==> src/hdl/pcfc_pkg.sv <==
// Package of the pixel format converter: mode codes, word types, constants.
// Depends on nothing; used by the interfaces and all modules.
package pcfc_pkg;

   typedef enum logic [3:0] {
      MODE_COPY1      = 4'd0,
      MODE_COPY3      = 4'd1,
      MODE_COPY4      = 4'd2,
      MODE_GRAY3      = 4'd3,
      MODE_GRAY4      = 4'd4,
      MODE_ADD_ALPHA  = 4'd5,
      MODE_SWAP3      = 4'd6,
      MODE_SWAP4      = 4'd7,
      MODE_DROP_ALPHA = 4'd8,
      MODE_DROP_SWAP  = 4'd9,
      MODE_LUMA_RGB   = 4'd10,
      MODE_LUMA_BGR   = 4'd11,
      MODE_FILL1      = 4'd12,
      MODE_FILL3      = 4'd13,
      MODE_FILL4      = 4'd14
   } mode_type;

   // Register indexes, decoded from the word address.
   localparam logic REG_MODE = 1'b0;
   localparam logic REG_FILL = 1'b1;

   localparam int unsigned CSR_ADDR_WIDTH = 3;

   localparam logic [4:0] LUMA_WR    = 5'd19;
   localparam logic [5:0] LUMA_WG    = 6'd38;
   localparam logic [2:0] LUMA_WB    = 3'd7;
   localparam int unsigned LUMA_SHIFT = 6;
   localparam logic [7:0] OPAQUE     = 8'hFF;

   localparam logic [2:0] COUNT_ONE   = 3'd1;
   localparam logic [2:0] COUNT_THREE = 3'd3;
   localparam logic [2:0] COUNT_FOUR  = 3'd4;

   typedef struct packed {
      logic [7:0] in_byte0;
      logic [7:0] in_byte1;
      logic [7:0] in_byte2;
      logic [7:0] in_byte3;
      logic       last_in;
   } pixel_type;

   typedef struct packed {
      logic [7:0] out_byte0;
      logic [7:0] out_byte1;
      logic [7:0] out_byte2;
      logic [7:0] out_byte3;
      logic [2:0] out_count;
      logic       last_out;
   } result_type;

endpackage

==> src/hdl/pcfc_if.sv <==
// Valid/ready channel interfaces for source pixels and converted pixels.
// Depends on pcfc_pkg for the word types.
interface pcfc_req_if;
   logic                  valid;
   logic                  ready;
   pcfc_pkg::pixel_type   data;
   modport source (output valid, output data, input ready);
   modport sink (input valid, input data, output ready);
endinterface

interface pcfc_rsp_if;
   logic                  valid;
   logic                  ready;
   pcfc_pkg::result_type  data;
   modport source (output valid, output data, input ready);
   modport sink (input valid, input data, output ready);
endinterface

==> src/hdl/pcfc_convert.sv <==
// Conversion datapath: maps one source pixel to one result word by mode.
// Depends on pcfc_pkg; instantiated by the top level between its registers.
module pcfc_convert (
   input  pcfc_pkg::mode_type   mode,
   input  logic [31:0]          fill_color,
   input  pcfc_pkg::pixel_type  pixel,
   output pcfc_pkg::result_type result
);

   logic [7:0]  luma_r;
   logic [7:0]  luma_b;
   logic [13:0] luma_sum;
   logic [7:0]  luma;

   // The weights sum to 64, so the shifted sum always fits in a byte.
   always_comb begin
      if (mode == pcfc_pkg::MODE_LUMA_BGR) begin
         luma_r = pixel.in_byte2;
         luma_b = pixel.in_byte0;
      end else begin
         luma_r = pixel.in_byte0;
         luma_b = pixel.in_byte2;
      end
      luma_sum = 14'(luma_r) * 14'(pcfc_pkg::LUMA_WR)
               + 14'(pixel.in_byte1) * 14'(pcfc_pkg::LUMA_WG)
               + 14'(luma_b) * 14'(pcfc_pkg::LUMA_WB);
      luma = luma_sum[pcfc_pkg::LUMA_SHIFT +: 8];
   end

   always_comb begin
      result.out_byte0 = pixel.in_byte0;
      result.out_byte1 = '0;
      result.out_byte2 = '0;
      result.out_byte3 = '0;
      result.out_count = pcfc_pkg::COUNT_ONE;
      result.last_out  = pixel.last_in;
      case (mode)
         pcfc_pkg::MODE_COPY3, pcfc_pkg::MODE_DROP_ALPHA: begin
            result.out_byte1 = pixel.in_byte1;
            result.out_byte2 = pixel.in_byte2;
            result.out_count = pcfc_pkg::COUNT_THREE;
         end
         pcfc_pkg::MODE_COPY4: begin
            result.out_byte1 = pixel.in_byte1;
            result.out_byte2 = pixel.in_byte2;
            result.out_byte3 = pixel.in_byte3;
            result.out_count = pcfc_pkg::COUNT_FOUR;
         end
         pcfc_pkg::MODE_GRAY3: begin
            result.out_byte1 = pixel.in_byte0;
            result.out_byte2 = pixel.in_byte0;
            result.out_count = pcfc_pkg::COUNT_THREE;
         end
         pcfc_pkg::MODE_GRAY4: begin
            result.out_byte1 = pixel.in_byte0;
            result.out_byte2 = pixel.in_byte0;
            result.out_byte3 = pcfc_pkg::OPAQUE;
            result.out_count = pcfc_pkg::COUNT_FOUR;
         end
         pcfc_pkg::MODE_ADD_ALPHA: begin
            result.out_byte1 = pixel.in_byte1;
            result.out_byte2 = pixel.in_byte2;
            result.out_byte3 = pcfc_pkg::OPAQUE;
            result.out_count = pcfc_pkg::COUNT_FOUR;
         end
         pcfc_pkg::MODE_SWAP3, pcfc_pkg::MODE_DROP_SWAP: begin
            result.out_byte0 = pixel.in_byte2;
            result.out_byte1 = pixel.in_byte1;
            result.out_byte2 = pixel.in_byte0;
            result.out_count = pcfc_pkg::COUNT_THREE;
         end
         pcfc_pkg::MODE_SWAP4: begin
            result.out_byte0 = pixel.in_byte2;
            result.out_byte1 = pixel.in_byte1;
            result.out_byte2 = pixel.in_byte0;
            result.out_byte3 = pixel.in_byte3;
            result.out_count = pcfc_pkg::COUNT_FOUR;
         end
         pcfc_pkg::MODE_LUMA_RGB, pcfc_pkg::MODE_LUMA_BGR: begin
            result.out_byte0 = luma;
         end
         pcfc_pkg::MODE_FILL1: begin
            result.out_byte0 = fill_color[7:0];
         end
         pcfc_pkg::MODE_FILL3: begin
            result.out_byte0 = fill_color[7:0];
            result.out_byte1 = fill_color[15:8];
            result.out_byte2 = fill_color[23:16];
            result.out_count = pcfc_pkg::COUNT_THREE;
         end
         pcfc_pkg::MODE_FILL4: begin
            result.out_byte0 = fill_color[7:0];
            result.out_byte1 = fill_color[15:8];
            result.out_byte2 = fill_color[23:16];
            result.out_byte3 = fill_color[31:24];
            result.out_count = pcfc_pkg::COUNT_FOUR;
         end
         // Copy one byte, and the unused code behaves the same.
         default: begin
            result.out_byte0 = pixel.in_byte0;
         end
      endcase
   end

endmodule

==> src/hdl/pixel_channel_format_convert_unit.sv <==
// Pixel channel format converter: input register, conversion, result register.
// Depends on pcfc_pkg, pcfc_if and pcfc_convert.
//
// The unit converts one pixel word per clock while the result side is not
// stalled. A word accepted on req_chan is held in the input register, goes
// through the single conversion stage that sits between the input register and
// the result register, and is presented on rsp_chan from the result register.
// The input side stays ready while a result waits, as long as the input register
// is free or moves on in the same cycle. The mode and fill color registers are
// read as each word enters the result register, so they must be written only
// while no word is inside the unit.
module pixel_channel_format_convert_unit (
   input  logic                                  clock,
   input  logic                                  reset,
   pcfc_req_if.sink                              req_chan,
   pcfc_rsp_if.source                            rsp_chan,
   input  logic                                  csr_psel,
   input  logic                                  csr_penable,
   input  logic                                  csr_pwrite,
   input  logic [pcfc_pkg::CSR_ADDR_WIDTH-1:0]   csr_paddr,
   input  logic [31:0]                           csr_pwdata,
   output logic [31:0]                           csr_prdata,
   output logic                                  csr_pready
);

   pcfc_pkg::mode_type   mode_ff;
   logic [31:0]          fill_ff;
   logic                 csr_write;
   logic                 s1_valid_ff, s1_valid_in;
   pcfc_pkg::pixel_type  s1_pixel_ff;
   logic                 s2_valid_ff, s2_valid_in;
   pcfc_pkg::result_type s2_result_ff;
   pcfc_pkg::result_type conv_result;
   logic                 req_take;
   logic                 s2_load;

   assign csr_pready = 1'b1;
   assign csr_write  = csr_psel && csr_penable && csr_pwrite;

   always_comb begin
      if (csr_paddr[2] == pcfc_pkg::REG_FILL) begin
         csr_prdata = fill_ff;
      end else begin
         csr_prdata = {28'd0, mode_ff};
      end
   end

   always_ff @(posedge clock) begin
      if (reset) begin
         mode_ff <= pcfc_pkg::MODE_COPY1;
         fill_ff <= '0;
      end else if (csr_write) begin
         if (csr_paddr[2] == pcfc_pkg::REG_FILL) begin
            fill_ff <= csr_pwdata;
         end else begin
            mode_ff <= pcfc_pkg::mode_type'(csr_pwdata[3:0]);
         end
      end
   end

   // The result register loads when the input register holds a word and it is empty or being drained.
   assign s2_load        = s1_valid_ff && (!s2_valid_ff || rsp_chan.ready);
   assign req_chan.ready = !s1_valid_ff || s2_load;
   assign req_take       = req_chan.valid && req_chan.ready;

   assign s1_valid_in = req_take || (s1_valid_ff && !s2_load);
   assign s2_valid_in = s2_load || (s2_valid_ff && !rsp_chan.ready);

   always_ff @(posedge clock) begin
      if (reset) begin
         s1_valid_ff <= 1'b0;
         s2_valid_ff <= 1'b0;
      end else begin
         s1_valid_ff <= s1_valid_in;
         s2_valid_ff <= s2_valid_in;
      end
   end

   always_ff @(posedge clock) begin
      if (req_take) begin
         s1_pixel_ff <= req_chan.data;
      end
      if (s2_load) begin
         s2_result_ff <= conv_result;
      end
   end

   pcfc_convert u_convert (
      .mode       (mode_ff),
      .fill_color (fill_ff),
      .pixel      (s1_pixel_ff),
      .result     (conv_result)
   );

   assign rsp_chan.valid = s2_valid_ff;
   assign rsp_chan.data  = s2_result_ff;

endmodule

==> src/flat_wrapper.sv <==
// flat-port wrapper written by rule: the top's interface ports become plain ports
module pixel_channel_format_convert_unit_flat 
  (clock, reset, csr_psel, csr_penable, csr_pwrite, csr_paddr, csr_pwdata, csr_prdata, csr_pready, req_chan_valid, req_chan_data, req_chan_ready, rsp_chan_valid, rsp_chan_data, rsp_chan_ready);
  pcfc_req_if req_chan_i ();
  pcfc_rsp_if rsp_chan_i ();
  input  logic clock;
  input  logic reset;
  input  logic csr_psel;
  input  logic csr_penable;
  input  logic csr_pwrite;
  input  logic [pcfc_pkg::CSR_ADDR_WIDTH-1:0] csr_paddr;
  input  logic [31:0] csr_pwdata;
  output logic [31:0] csr_prdata;
  output logic csr_pready;
  input wire logic [$bits(req_chan_i.valid)-1:0] req_chan_valid;
  input wire logic [$bits(req_chan_i.data)-1:0] req_chan_data;
  output wire logic [$bits(req_chan_i.ready)-1:0] req_chan_ready;
  output wire logic [$bits(rsp_chan_i.valid)-1:0] rsp_chan_valid;
  output wire logic [$bits(rsp_chan_i.data)-1:0] rsp_chan_data;
  input wire logic [$bits(rsp_chan_i.ready)-1:0] rsp_chan_ready;
  assign req_chan_i.valid = req_chan_valid;
  assign req_chan_i.data = req_chan_data;
  assign req_chan_ready = req_chan_i.ready;
  assign rsp_chan_valid = rsp_chan_i.valid;
  assign rsp_chan_data = rsp_chan_i.data;
  assign rsp_chan_i.ready = rsp_chan_ready;
  pixel_channel_format_convert_unit u_core (.clock(clock), .reset(reset), .req_chan(req_chan_i), .rsp_chan(rsp_chan_i), .csr_psel(csr_psel), .csr_penable(csr_penable), .csr_pwrite(csr_pwrite), .csr_paddr(csr_paddr), .csr_pwdata(csr_pwdata), .csr_prdata(csr_prdata), .csr_pready(csr_pready));
endmodule
==> config.mk <==
export PLATFORM = sky130hd
export DESIGN_NAME = pixel_channel_format_convert_unit_flat
export DESIGN_NICKNAME = d
export VERILOG_FILES = /design/src/hdl/pcfc_pkg.sv /design/src/hdl/pcfc_if.sv /design/src/hdl/pcfc_convert.sv /design/src/hdl/pixel_channel_format_convert_unit.sv /design/src/flat_wrapper.sv
export SDC_FILE = /design/constraint.sdc
export NUM_CORES = 1
export LEC_CHECK = 0
export BUFFER_PORTS_ARGS = -buffer_cell sky130_fd_sc_hd__buf_2
export CAP_MARGIN = 20
export CORE_UTILIZATION = 46
export CTS_CLUSTER_DIAMETER = 30
export CTS_CLUSTER_SIZE = 8
export DETAILED_ROUTE_END_ITERATION = 10
export GPL_ROUTABILITY_DRIVEN = 1
export PLACE_DENSITY = 0.71
export SLEW_MARGIN = 10
export SYNTH_ARGS = -nofsm -noshare
export SYNTH_HDL_FRONTEND = slang
export SYNTH_SLANG_ARGS = --single-unit
==> constraint.sdc <==
create_clock -name clock -period 15.8 [get_ports clock]
set_input_delay 1.58 -clock clock [delete_from_list [all_inputs] [get_ports clock]]
set_output_delay 1.58 -clock clock [all_outputs]
set_load 0.05 [all_outputs]
# == Yosys cells after proc, flatten, opt, wreduce, memory -nomap -nowiden ==
# Cells that the tools add are included.
# word_totals
ff_bits,107
input_bits,75
out_inout_bits,71
word_cells,68
# classes
add_sub_neg,2
multipliers,3
eq_ne,14
muxes,7
bitwise,1
n_reduce_logical,26
# ops
op,count
one-hot mux 16 bit (4 select lines),1
one-hot mux 8 bit (3 select lines),2
2-to-1 mux 32 bit,1
"== test 4 bit, second input constant",7
"multiplier 8 x 5 -> 13 bit, second input constant",2
"== test 4 x 3 -> 1 bit, second input constant",4
2-to-1 mux 8 bit,2
adder 13 x 14 -> 14 bit,1
adder 14 x 11 -> 14 bit,1
"multiplier 8 x 3 -> 11 bit, second input constant",1
OR reduction 2 bit,5
"== test 4 x 2 -> 1 bit, second input constant",2
logical AND 1 bit,6
one-hot mux 3 bit (2 select lines),1
OR reduction 3 bit,2
OR reduction 6 bit,1
OR reduction 5 bit,1
"== test 4 x 1 -> 1 bit, second input constant",1
logical NOT 1 bit,4
logical OR 1 bit,4
AND reduction 2 bit,2
OR reduction 4 bit,1
NOT 1 bit,1

# == Longest topological paths before layout ==
# logic_depth
word_depth,6
ltp_mapped,23
ltp_nobuf,23

# == By module ==
# Synthesis repeated with hierarchy kept, for this count alone.
# unflattened
hier_cells,639
hier_area_um2,7135.6
# modules_own_cells
module,n_inst,cells_per_inst,area_each_um2,seq_area_each_um2
pixel_channel_format_convert_unit,1,269,4021.4,2832.7
pcfc_convert,1,370,3114.2,0.0

# == Worst setup path before layout ==
# Ideal clock, no wire load.
# synth_path
path_kind,reg-to-reg
startpoint,register u_core.mode_ff[2]
endpoint,register u_core.s2_result_ff (netlist bit u_core.rsp_chan.data[35]) (data pin)
setup_time_ns,0.268
arrival_ns,5.403
required_time_ns,15.532
path_slack_ns,10.129
stages_incl_launch_ff,23
n_path_buf,2
period_less_slack_ns,5.671
cell_sequence,dfxtp_1 > clkbuf_1 > nor2b_1 > and2_1 > nand2_1 > buf_2 > mux2_2 > fa_1 > inv_1 > fa_1 > inv_1 > fa_1 > inv_1 > fa_1 > inv_1 > ha_1 > or4_1 > a31o_1 > nand2_2 > nand2b_4 > o41ai_4 > xnor2_1 > o21ai_1
# synth_lines
element,line,rtl
"start, declared",pixel_channel_format_convert_unit.sv:26,pcfc_pkg::mode_type mode_ff;
"start signal, assigned",pixel_channel_format_convert_unit.sv:50,mode_ff <= pcfc_pkg::MODE_COPY1;
"start signal, assigned",pixel_channel_format_convert_unit.sv:56,mode_ff <= pcfc_pkg::mode_type'(csr_pwdata[3:0]);
"end signal, assigned",pixel_channel_format_convert_unit.sv:84,s2_result_ff <= conv_result;
"end, declared",pixel_channel_format_convert_unit.sv:32,pcfc_pkg::result_type s2_result_ff;

==> results.py <==
metrics = {
    "worst_hold_path": {
        "holdPathStages": 0,
        "hp-start": "u_core.s1_pixel_ff[0]",
        "hold_class": "flop to flop",
        "holdPathEnd": "u_core.rsp_chan.data[0]",
    },
    "clock_network": {
        "h-tree-depth": 3,
        "cts_hold_buffers": 0,
        "clock-sinks": 107,
        "ctsResizeCount": 0,
        "cts_setup_buffers": 0,
        "cts_tree": "yes",
        "clkTransAtPathRegs_ps": 80,
        "root_buffer": "clkbuf_16",
        "worstSkewPairLatency_ps": 360,
        "clk_path_buf_depth": 2,
        "numCtsBuffers": 9,
    },
    "worst_setup_path": {
        "end_kind": "flop",
        "critical_path_class": "flop to flop",
        "required_ps": 15900,
        "r2r_end": "u_core.rsp_chan.data[35]",
        "cp_max_fo": 31,
        "start_kind": "flop",
        "rr_worst_depth": 21,
        "rrSetupSlack_ps": 9530,
        "critPathArrivalTime_ps": 6370,
        "r2r-start": "u_core.mode_ff[1]",
    },
    "flow_run": {
        "drv_cap": 0,
    },
    "pwr": {
        "seq_power_share_pct": 26.9,
        "power_frac_clock_pct": 22.2,
        "ir_drop_mv": 0.1396,
        "power_mw": 1.194,
        "p_leak_nw": 3.778,
        "switching_share_pct": 39.52,
        "p_int_mw": 0.7224,
        "powerDensity_nw_per_um2": 144.8,
        "p_switching_mw": 0.4720,
        "combPwrFrac_pct": 50.9,
    },
    "sta": {
        "period_share_pct": 39.65,
        "maxSlewHeadroom_pct": 49.04,
        "hold_violations": 0,
        "setup_violations": 0,
        "grt_setup_unrepaired": "false",
        "slew_viol_final": 0,
        "skew_ps": 12.06,
        "tightest_slew_ps": 764.5,
        "timing.fmax_ghz": 0.1596,
        "tns_ps": 0,
        "final.min_clock_period_ps": 6265,
    },
    "run_status": {
        "status": "complete, but fails checks",
        "failed_checks": "design-rule violations",
    },
    "logic_synthesis": {
        "ys_seq_area_share_pct": 40.46,
        "synth_cells": 688,
        "synth_area_sq_um": 7000,
        "synth_warnings": 0,
        "syn_nets": 853,
        "synthArstFlopShare_pct": 0,
        "syn_area_per_cell_sq_um": 10.18,
        "synth-seq-cells": 107,
        "synth-edff-count": 69,
        "synth.distinct_cells": 53,
        "synth-main-ff-cell": "edfxtp_1",
    },
    "finish": {
        "drive_above_1_share_pct": 23.11,
        "nNetsFinal": 982,
        "n_antenna_cell": 0,
        "area_growth_pct": 17.80,
        "utilization_pct": 56.10,
        "fillers": 1300,
    },
    "grt": {
        "antenna_found_initial": 0,
        "track_usage_pct": 22.83,
        "grt_max_degree": 39,
        "gr-total-overflow": 0,
        "grt_pass1_vias": 5132,
        "grt_pass1_wl_microns": 27210,
    },
    "floorplan": {
        "die_w_microns": 125.4,
        "start_util_pct": 47.63,
        "coreArea_sq_um": 14700,
        "ios": 146,
        "die_y_microns": 125.4,
        "rows": 44,
        "dieArea_sq_um": 15720,
    },
    "routing": {
        "viasPerCell": 5.483,
        "drc_errors": 14,
        "drtIter0Drc": 597,
        "ant_nets": 0,
        "routed_wl_microns": 17550,
        "first_pass_iters": 9,
        "wl_per_cell_microns": 17.45,
        "via_count": 5516,
    },
    "placement": {
        "gp_congestion": 0.8862,
        "hpwlAfterDp_microns": 13160,
        "io_buffers": 142,
    },
}
## synth_stat cells (5+ instances only)
cell / count / area share, %
a21boi_0: 8 / 0.86
a21oi_1: 50 / 3.6
a222oi_1: 20 / 2.9
a22oi_1: 15 / 1.6
a31oi_1: 5 / 0.45
and2_1: 31 / 2.8
clkbuf_1: 28 / 1.5
dfxtp_1: 38 / 11
edfxtp_1: 69 / 30
fa_1: 39 / 11
ha_1: 51 / 9.1
inv_1: 91 / 4.9
mux2_2: 18 / 2.9
mux2i_1: 7 / 1.0
nand2_1: 83 / 4.5
nand2b_1: 7 / 0.63
nor2_1: 20 / 1.1
nor2b_1: 9 / 0.80
o21ai_0: 22 / 1.6
o22ai_1: 11 / 0.98
xnor2_1: 10 / 1.3
xor2_1: 7 / 0.88
## worst max path at each step
stage	start	to	slack, ps	cells past startpoint
6_report	u_core.mode_ff[1]	u_core.rsp_chan.data[35]	9530	21
5_1_grt	u_core.mode_ff[1]	u_core.rsp_chan.data[35]	9180	18
4_1_cts	u_core.mode_ff[1]	u_core.rsp_chan.data[35]	9500	21
3_5_place_dp	u_core.mode_ff[1]	u_core.rsp_chan.data[35]	9510	21
3_3_place_gp	u_core.mode_ff[1]	u_core.rsp_chan.data[35]	9570	21
2_1_floorplan	u_core.mode_ff[2]	u_core.rsp_chan.data[35]	10130	22
## placed cells by master, fill, tap and decap left out, types with 9 or more instances in the layout
master     instances
buf_2            142
inv_1             91
nand2_1           83
edfxtp_1          69
ha_1              51
a21oi_1           50
fa_1              39
dfxtp_1           38
and2_1            31
o21ai_0           22
nor2_1            20
a222oi_1          20
mux2_2            18
a22oi_1           15
o22ai_1           11
xnor2_1           10
clkbuf_16          9
## registers in the layout, summed over array words and instances, names as in the netlist
name,count
u_core.fill_ff,32
u_core.mode_ff,4
u_core.s1_valid_ff,1
u_core.s1_pixel_ff,33
u_core.rsp_chan.data,36
u_core.rsp_chan.valid,1
## worst max-delay path: stages (launching register included)
cell and delay, ps:
dfxtp_1 310, buf_4 280, nor2b_1 270, and2_1 240, nand2_1 410, mux2_2 500, fa_1 540, inv_1 50
fa_1 530, inv_1 50, fa_1 520, inv_1 50, fa_1 530, inv_1 50, ha_1 230, or4_1 410
a31o_1 220, nand2_2 110, nand2b_4 80, o41ai_4 330, xnor2_1 190, o21ai_1 80
## layer usage
metal | vias up | track usage [%] | wire length [microns]
li1 | 2651 | - | -
met1 | 2615 | 29.60 | 7120
met2 | 224 | 37.99 | 8724
met3 | 26 | 4.407 | 1288
met4 | 0 | 8.465 | 418
met5 | - | 0 | 0
## power groups by stage
stage	Combinational [mW]	Sequential (mW)	Clock, mW
after floorplan	0.457	0.339	0
after global placement	0.597	0.328	0
after detailed placement	0.611	0.328	0
after CTS	0.614	0.322	0.269
after global routing	0.698	0.322	0.279
final	0.608	0.322	0.265
## logic make-up after synthesis
group / share of synthesized area, %
muxes: 3.896
DFF: 40.46
other: 0.05357
AOI/OAI and AO/OA: 14.92
adders and majority gates: 20.27
xor gates and xnor gates: 2.127
buffers and inverters: 6.738
and+or+nand+nor: 11.53
## layout make-up
| class | instances | area [sq um] | area share, % |
|---|---|---|---|
| multi-input combinational | 457 | 3704 | 44.91 |
| sequential | 107 | 2833 | 34.35 |
| timing repair buffer | 151 | 790.8 | 9.589 |
| inverter | 91 | 341.6 | 4.142 |
| tap | 184 | 230.2 | 2.792 |
| clock buffer | 10 | 229.0 | 2.777 |
| clock inverter | 6 | 118.9 | 1.441 |
## stage by stage
step | hold slack [ps] | cell area [sq um] | setup WS, ps | instances
after detailed placement | 412.5 | 7879 | 9511 | 989
after CTS | 429.5 | 8227 | 9497 | 1005
after floorplan | 400.3 | 7000 | 10130 | 688
final | 430.1 | 8247 | 9535 | 1006
after global routing | 429.9 | 8247 | 9180 | 1006
after global placement | 413.2 | 7871 | 9575 | 988
No activity file was read; power rests on OpenSTA's default activity.
